<file path="src/tgft_pkg.sv">
// Package for the temperature glitch filter and trend detector.
// Holds the widths, sizes, register indexes and the result queue entry type.
// Depends on nothing.
`timescale 1ns / 1ps

package tgft_pkg;

   localparam int SLOTS_PER_DAY = 1440;
   localparam int FRACTION_BITS = 8;

   localparam int RAW_W      = 10;
   localparam int MINUTE_W   = 11;
   localparam int SHIFT_W    = 4;
   localparam int LIMIT_W    = 10;
   localparam int CSR_IDX_W  = 1;
   localparam int CSR_DATA_W = 10;
   localparam int SLOT_W     = $clog2(SLOTS_PER_DAY);
   localparam int VALUE_W    = RAW_W + FRACTION_BITS;
   localparam int ACC_W      = VALUE_W + (2 ** SHIFT_W);

   localparam logic [RAW_W-1:0] RAW_MAX = RAW_W'(999);

   localparam logic [LIMIT_W-1:0] JUMP_LIMIT_RESET   = LIMIT_W'(50);
   localparam logic [SHIFT_W-1:0] FILTER_SHIFT_RESET = SHIFT_W'(4);

   localparam logic [CSR_IDX_W-1:0] CSR_JUMP_LIMIT   = CSR_IDX_W'(0);
   localparam logic [CSR_IDX_W-1:0] CSR_FILTER_SHIFT = CSR_IDX_W'(1);

   localparam int QUEUE_DEPTH = 4;
   localparam int QPTR_W      = $clog2(QUEUE_DEPTH);
   localparam int QCNT_W      = $clog2(QUEUE_DEPTH + 1);

   typedef struct packed {
      logic [MINUTE_W-1:0] minute;
      logic [VALUE_W-1:0]  value;
      logic                ac_on;
      logic                last;
   } rsp_entry_type;

endpackage

</file>
<file path="src/temperature_glitch_filter_trend.sv">
// Top level of the temperature glitch filter and air-conditioner trend detector.
// Depends on tgft_pkg for widths, register indexes and the result queue entry.
`timescale 1ns / 1ps

// One input transfer per minute slot: a present flag, a raw reading in tenths
// (clamped to 999) and an end-of-day mark. A present reading is valid when the
// slot before it was invalid or when it moved by less than jump_limit from the
// last raw reading. Valid runs feed a restarting low-pass filter
// f = (f_prev*(2^k-1) + x) >> k with k = filter_shift, kept in tenths with
// FRACTION_BITS fraction bits. The AC rule needs one slot of lookahead, so each
// valid slot is reported when the next slot arrives; the end-of-day slot (or
// the last slot of a day that overruns) flushes the held slot and itself, so
// that transfer gives up to two results; the last result of every transfer carries rsp_last.
// Invalid or missing slots give no result. All per-item work is shift-add
// logic on the registered state, and a request is taken in every
// cycle while the four-entry result queue has room for two more results; the
// rate is one item per cycle as long as the result side drains one result per
// cycle. Configuration writes are always ready and take effect at once; write
// them only while the block is idle.
module temperature_glitch_filter_trend (
   input  logic                             clock,
   input  logic                             reset,
   // input channel
   input  logic                             req_valid,
   output logic                             req_stall,
   input  logic                             req_present,
   input  logic [tgft_pkg::RAW_W-1:0]       req_temperature,
   input  logic                             req_end_of_day,
   // result channel
   output logic                             rsp_valid,
   input  logic                             rsp_stall,
   output logic [tgft_pkg::MINUTE_W-1:0]    rsp_minute,
   output logic [tgft_pkg::VALUE_W-1:0]     rsp_filtered_temperature,
   output logic                             rsp_ac_on,
   output logic                             rsp_last,
   // configuration channel
   input  logic                             csr_valid,
   output logic                             csr_ready,
   input  logic [tgft_pkg::CSR_IDX_W-1:0]   csr_index,
   input  logic [tgft_pkg::CSR_DATA_W-1:0]  csr_data
);
   import tgft_pkg::*;

   // configuration registers
   logic [LIMIT_W-1:0] jump_limit_ff;
   logic [SHIFT_W-1:0] filter_shift_ff;

   // per-day state
   logic [SLOT_W-1:0]  slot_ff,        slot_in;
   logic [RAW_W-1:0]   prev_raw_ff,    prev_raw_in;
   logic               pend_held_ff,   pend_held_in;
   logic               pend_valid_ff,  pend_valid_in;
   logic [VALUE_W-1:0] pend_value_ff,  pend_value_in;
   logic               bef_valid_ff,   bef_valid_in;
   logic [VALUE_W-1:0] bef_value_ff,   bef_value_in;
   logic               bef_status_ff,  bef_status_in;

   // result queue
   rsp_entry_type      queue_ff [QUEUE_DEPTH];
   logic [QPTR_W-1:0]  wr_ptr_ff, wr_ptr_in;
   logic [QPTR_W-1:0]  rd_ptr_ff, rd_ptr_in;
   logic [QCNT_W-1:0]  count_ff,  count_in;

   // combinational working signals
   logic               take_req;
   logic               take_rsp;
   logic               eod;
   logic [RAW_W-1:0]   x_clamped;
   logic [VALUE_W-1:0] x_scaled;
   logic [RAW_W-1:0]   diff;
   logic               new_valid;
   logic [ACC_W-1:0]   acc;
   logic [VALUE_W-1:0] new_filt;
   logic               pend_on;
   logic               eod_on;
   logic               emit_pend;
   logic               emit_eod;
   rsp_entry_type      pend_entry;
   rsp_entry_type      eod_entry;
   rsp_entry_type      push_a;
   logic [1:0]         push_cnt;

   assign csr_ready = 1'b1;

   // Stall when the queue cannot absorb the two results of an end-of-day slot.
   assign req_stall = (count_ff > QCNT_W'(QUEUE_DEPTH - 2));
   assign take_req  = req_valid && !req_stall;

   assign rsp_valid                = (count_ff != '0);
   assign take_rsp                 = rsp_valid && !rsp_stall;
   assign rsp_minute               = queue_ff[rd_ptr_ff].minute;
   assign rsp_filtered_temperature = queue_ff[rd_ptr_ff].value;
   assign rsp_ac_on                = queue_ff[rd_ptr_ff].ac_on;
   assign rsp_last                 = queue_ff[rd_ptr_ff].last;

   always_comb begin
      // Clamp the reading and judge it against the last raw reading.
      x_clamped = (req_temperature > RAW_MAX) ? RAW_MAX : req_temperature;
      x_scaled  = {x_clamped, {FRACTION_BITS{1'b0}}};
      diff      = (x_clamped >= prev_raw_ff) ? (x_clamped - prev_raw_ff)
                                             : (prev_raw_ff - x_clamped);
      new_valid = req_present && (!pend_valid_ff || (diff < jump_limit_ff));
      eod       = req_end_of_day || (slot_ff >= SLOT_W'(SLOTS_PER_DAY - 1));

      // Filter step: f*(2^k-1) as (f << k) - f, add the new sample, scale down.
      acc = ((ACC_W'(pend_value_ff) << filter_shift_ff) - ACC_W'(pend_value_ff))
            + ACC_W'(x_scaled);
      new_filt = pend_valid_ff ? VALUE_W'(acc >> filter_shift_ff) : x_scaled;

      // Judge the held slot now that its lookahead is here.
      pend_on = 1'b0;
      if (pend_valid_ff && bef_valid_ff) begin
         if (bef_status_ff) begin
            pend_on = (pend_value_ff <= bef_value_ff);
         end else begin
            pend_on = (pend_value_ff < bef_value_ff) && new_valid
                      && (new_filt < pend_value_ff);
         end
      end
      emit_pend = pend_held_ff && pend_valid_ff;

      // The slot before the new pending one.
      if (pend_held_ff) begin
         bef_valid_in  = pend_valid_ff;
         bef_value_in  = pend_value_ff;
         bef_status_in = pend_on;
      end else begin
         bef_valid_in  = 1'b0;
         bef_value_in  = '0;
         bef_status_in = 1'b0;
      end

      // End of day: judge the current slot with an invalid lookahead.
      eod_on   = new_valid && bef_valid_in && bef_status_in && (new_filt <= bef_value_in);
      emit_eod = eod && new_valid;

      pend_entry.minute = MINUTE_W'(slot_ff - SLOT_W'(1));
      pend_entry.value  = pend_value_ff;
      pend_entry.ac_on  = pend_on;
      pend_entry.last   = !emit_eod;

      eod_entry.minute  = MINUTE_W'(slot_ff);
      eod_entry.value   = new_filt;
      eod_entry.ac_on   = eod_on;
      eod_entry.last    = 1'b1;

      push_a   = emit_pend ? pend_entry : eod_entry;
      push_cnt = 2'(emit_pend) + 2'(emit_eod);

      prev_raw_in   = req_present ? x_clamped : prev_raw_ff;
      pend_held_in  = 1'b1;
      pend_valid_in = new_valid;
      pend_value_in = new_valid ? new_filt : '0;
      slot_in       = slot_ff + SLOT_W'(1);

      // Flush: drop the whole day back to reset state.
      if (eod) begin
         slot_in       = '0;
         prev_raw_in   = '0;
         pend_held_in  = 1'b0;
         pend_valid_in = 1'b0;
         pend_value_in = '0;
         bef_valid_in  = 1'b0;
         bef_value_in  = '0;
         bef_status_in = 1'b0;
      end

      // Advance the queue pointers.
      wr_ptr_in = wr_ptr_ff;
      count_in  = count_ff;
      if (take_req) begin
         wr_ptr_in = wr_ptr_ff + QPTR_W'(push_cnt);
         count_in  = count_ff + QCNT_W'(push_cnt);
      end
      rd_ptr_in = rd_ptr_ff;
      if (take_rsp) begin
         rd_ptr_in = rd_ptr_ff + QPTR_W'(1);
         count_in  = count_in - QCNT_W'(1);
      end
   end

   // Configuration registers.
   always_ff @(posedge clock) begin
      if (reset) begin
         jump_limit_ff   <= JUMP_LIMIT_RESET;
         filter_shift_ff <= FILTER_SHIFT_RESET;
      end else if (csr_valid && csr_ready) begin
         unique case (csr_index)
            CSR_JUMP_LIMIT:   jump_limit_ff   <= csr_data[LIMIT_W-1:0];
            CSR_FILTER_SHIFT: filter_shift_ff <= csr_data[SHIFT_W-1:0];
            default: ;
         endcase
      end
   end

   // Per-day state, updated on every request transfer.
   always_ff @(posedge clock) begin
      if (reset) begin
         slot_ff       <= '0;
         prev_raw_ff   <= '0;
         pend_held_ff  <= 1'b0;
         pend_valid_ff <= 1'b0;
         pend_value_ff <= '0;
         bef_valid_ff  <= 1'b0;
         bef_value_ff  <= '0;
         bef_status_ff <= 1'b0;
      end else if (take_req) begin
         slot_ff       <= slot_in;
         prev_raw_ff   <= prev_raw_in;
         pend_held_ff  <= pend_held_in;
         pend_valid_ff <= pend_valid_in;
         pend_value_ff <= pend_value_in;
         bef_valid_ff  <= bef_valid_in;
         bef_value_ff  <= bef_value_in;
         bef_status_ff <= bef_status_in;
      end
   end

   // Queue control.
   always_ff @(posedge clock) begin
      if (reset) begin
         wr_ptr_ff <= '0;
         rd_ptr_ff <= '0;
         count_ff  <= '0;
      end else begin
         wr_ptr_ff <= wr_ptr_in;
         rd_ptr_ff <= rd_ptr_in;
         count_ff  <= count_in;
      end
   end

   // Queue payload: hold up to two new results per transfer.
   always_ff @(posedge clock) begin
      if (take_req && (push_cnt != 2'd0)) begin
         queue_ff[wr_ptr_ff] <= push_a;
      end
      if (take_req && (push_cnt == 2'd2)) begin
         queue_ff[wr_ptr_ff + QPTR_W'(1)] <= eod_entry;
      end
   end

   // ---------------------------------------------------------------------
   // Assertions
   // ---------------------------------------------------------------------
   a_queue_bound: assert property (@(posedge clock) disable iff (reset)
      count_ff <= QCNT_W'(QUEUE_DEPTH))
      else $error("result queue overfilled");

   a_eod_clears: assert property (@(posedge clock) disable iff (reset)
      (take_req && req_end_of_day) |=> (slot_ff == '0) && !pend_held_ff && !bef_valid_ff)
      else $error("end of day did not restart the day state");

   a_slot_advance: assert property (@(posedge clock) disable iff (reset)
      (take_req && !eod) |=> (slot_ff == $past(slot_ff) + SLOT_W'(1)))
      else $error("slot counter did not advance");

   a_held_after_item: assert property (@(posedge clock) disable iff (reset)
      (take_req && !eod) |=> pend_held_ff)
      else $error("slot not held after a transfer");

endmodule
</file>
<file path="config.mk">
export PLATFORM = sky130hd
export DESIGN_NAME = temperature_glitch_filter_trend
export DESIGN_NICKNAME = d
export VERILOG_FILES = /design/src/tgft_pkg.sv /design/src/temperature_glitch_filter_trend.sv
export SDC_FILE = /design/constraint.sdc
export NUM_CORES = 1
export LEC_CHECK = 0
export BUFFER_PORTS_ARGS = -buffer_cell sky130_fd_sc_hd__buf_2
export CAP_MARGIN = 25
export CORE_MARGIN = 2
export CORE_UTILIZATION = 60
export CTS_CLUSTER_SIZE = 24
export DETAILED_ROUTE_END_ITERATION = 6
export PLACE_DENSITY = 0.78
export SLEW_MARGIN = 30
export SYNTH_ARGS = -nofsm -noshare
export SYNTH_HDL_FRONTEND = slang
export SYNTH_SLANG_ARGS = --single-unit
</file>
<file path="constraint.sdc">
create_clock -name clock -period 10.3 [get_ports clock]
set_input_delay 2.06 -clock clock [delete_from_list [all_inputs] [get_ports clock]]
set_output_delay 2.06 -clock clock [all_outputs]
set_load 0.05 [all_outputs]
</file>
==> flow_summary_export.csv <==
group,metric,value,unit
status,status,"complete, no violations",
global_routing,grt_pass1_wl,90.51,mm
run,cap_violations,0,
critical_path,critPathLaunchType,"primary input",
pwr,p_total,0.003365,W
timing,setup_viol,0,
detailed_routing,drc_errors,0,
synth,synth_edf_count,120,
synth,yosysUniqueCellTypes,87,
detailed_routing,topRoutingLayerUsed,"met4",
detailed_routing,met1_length,22.05,mm
layout,nNetsFinal,2218,
die,dieArea,30660,sq um
detailed_routing,met2_length,26.48,mm
place,io_buffers,60,
pwr,vdd_drop_max,0.1030,mV
critical_path,end_kind,"flip-flop",
critical_path,slowest_delay,0.52,ns
clock_tree,postCtsHoldBufs,0,
clock_tree,cts_buffer_depth,3,
hold_path,min_from,"jump_limit_ff[2]",
synth,synthesis.area,17560,sq um
critical_path,arrival,9.14,ns
layout,layout_commonest_cell,"nand2_1",
clock_tree,post_cts_buffers,0,
clock_tree,cts_made_buffers,23,
synth,syn_area_per_cell,8.526,sq um
timing,holdWs,0.4613,ns
layout,syn_to_final_growth,7.416,%
detailed_routing,dr.pass1.iters,6,
die,floorplan.rows,62,
global_routing,grt_max_degree,62,
layout,fill_cells,2385,
detailed_routing,drt-initial-drc-count,2503,
critical_path,cp.required,10.56,ns
synth,synth_flop_cell,"edfxtp_1",
timing,rsz0062_at_grt,"false",
critical_path,critPathKind,"in2reg",
timing,hold_violations,0,
layout,drive_gt1_share,11.23,%
synth,yosys_warnings,0,
clock_tree,clock_latency,0.54,ns
timing,finalCriticalPeriod,8.881,ns
die,die_y,175.1,microns
timing,worst-slew-pin-transition,1.012,ns
critical_path,cp_max_fo,9,
die,pin_count,62,
global_routing,grt_util_all_layers,37.30,%
layout,seqCellArea,5370,sq um
clock_tree,cts.sinks,208,
timing,relSlewSlack,32.25,%
layout,multi_input_area,11190,sq um
layout,diodes,0,
pwr,power_leakage,7.279,nW
detailed_routing,vias_per_cell,6.918,
critical_path,crit_top_cell,"nor2_1",
die,start_util,61.03,%
detailed_routing,vias,16940,
synth,seq_area_frac_synth,30.55,%
clock_tree,ctsResizeCount,0,
die,dieWidth,175.1,microns
detailed_routing,wire_per_inst,23.50,microns
global_routing,grt_pass1_vias,16430,
pwr,power.density,178.4,nW/um^2
critical_path,crit_start,"req_temperature[6]",
timing,drv_slew,0,
clock_tree,clkTransAtPathRegs,0.06,ns
layout,most-common-layout-cells,"nand2_1 (231), nor2_1 (186), o21ai_0 (174)",
global_routing,overflow,0,
detailed_routing,finalWirelength,57.55,mm
clock_tree,htreeDepth,1,
clock_tree,cts_root_buf,"clkbuf_16",
timing,post-route-period-util,86.23,%
place,hpwl,43.14,mm
hold_path,min_path_type,"reg2reg",
clock_tree,tritoncts,"done",
timing,tns,0,ns
synth,synthArstFlopShare,0,%
synth,yosys_register_bits,208,
timing,fmax,112.6,MHz
synth,synth_fp_nets,2230,
timing,fin_skew,0.03354,ns
place,gp_congestion,1.059,
synth,synthCells,2060,
detailed_routing,antenna_left,0,
critical_path,r2r-start,"filter_shift_ff[0]",
detailed_routing,wl_met3,5.577,mm
global_routing,antenna_found_initial,0,
critical_path,cp_slowest_cell,"fa_1",
die,core_area,28780,sq um
cells by family after synthesis:
kind of cell             Yosys count  synth area share, %
AND/OR/NAND/NOR                  653                17.03
AO/OA/AOI/OAI                    648                24.39
buffers and inverters            264                5.756
flip-flops                       208                30.55
adder cells (fa/ha/maj)          142                10.71
multiplexers                     103                9.489
XOR/XNOR                          41                2.045
other                              1              0.02135
cell usage after synthesis, drive strengths merged, types with 9 or more instances:
cell	count	area, sq um
nand2	231	867.1
nor2	186	698.2
o21ai	181	905.9
a21oi	138	698.2
ha	128	1602
inv	122	457.9
edfxtp	120	3603
clkbuf	101	379.1
dfxtp	88	1762
mux4	49	1104
a21o	45	337.8
nand3	42	210.2
nor3	42	210.2
a22oi	39	297.8
mux2i	39	390.4
buf	38	162.7
a211oi	34	280.3
nand4	29	181.4
xnor2	27	236.5
o31ai	25	187.7
o21a	24	180.2
a22o	23	201.4
o22ai	20	125.1
o211ai	17	127.6
nor2b	16	100.1
and3	15	93.84
mux2	15	172.7
a211o	14	122.6
and2	14	87.58
fa	14	280.3
nand2b	14	87.58
nor4	14	87.58
xor2	14	122.6
or3	12	75.07
or2	9	56.30
final timing paths:
path,endpoint,slack (ns),depth (start not counted)
worst max-delay path,queue_ff[3][1],1.42,29
worst min-delay path,jump_limit_ff[2],0.46,2
worst max register to register,queue_ff[3][1],1.53,30
worst min register to register,jump_limit_ff[2],0.46,2
state kept, by name (all words and copies together) (netlist names), named ones only:
register,cells
bef_status_ff,1
slot_ff,11
pend_valid_ff,1
bef_valid_ff,1
count_ff,3
bef_value_ff,18
prev_raw_ff,10
jump_limit_ff,10
queue_ff,124
rd_ptr_ff,2
wr_ptr_ff,2
pend_value_ff,18
pend_held_ff,1
filter_shift_ff,4
worst max-delay path, delay by kind of cell:
family / cells / cell delay, ns
AO/OA/AOI/OAI: 7 / 1.99
adder cells (fa/ha/maj): 3 / 1.30
buffers and inverters: 4 / 0.51
multiplexers: 2 / 0.78
AND/OR/NAND/NOR: 13 / 2.49
layer usage:
metal / track usage, % / vias up
met5: 0 / -
met4: 19.79 / 0
met3: 5.548 / 255
met2: 61.25 / 1109
met1: 47.71 / 7966
li1: - / 7612
report_power, final:
part	total, W	switching (W)	internal, W	leakage [nW]
logic	0.00160	0.00104	0.000561	5.09
clock network	0.000808	0.000339	0.000469	0.363
registers	0.000955	0.0000407	0.000914	1.82
area by class of cell:
| type | instances | area share (%) |
|---|---|---|
| tap | 384 | 2.547 |
| multi-input combinational | 1588 | 59.32 |
| clock inverter | 7 | 0.4377 |
| sequential | 208 | 28.47 |
| clock buffer | 35 | 3.475 |
| timing repair buffer | 102 | 3.263 |
| inverter | 125 | 2.487 |
per-stage QoR:
stage          utilization [%]  instance area (sq um)  cells  setup slack [ns]
3_3_place_gp             62.97                  18120   2407             1.263
5_1_grt                  65.55                  18870   2449            0.8353
2_1_floorplan                -                  17560   2060             1.908
6_report                 65.55                  18870   2449             1.419
4_1_cts                  65.53                  18860   2449             1.637
3_5_place_dp             62.97                  18120   2407             1.072
No activity file was read; power rests on OpenSTA's default activity.
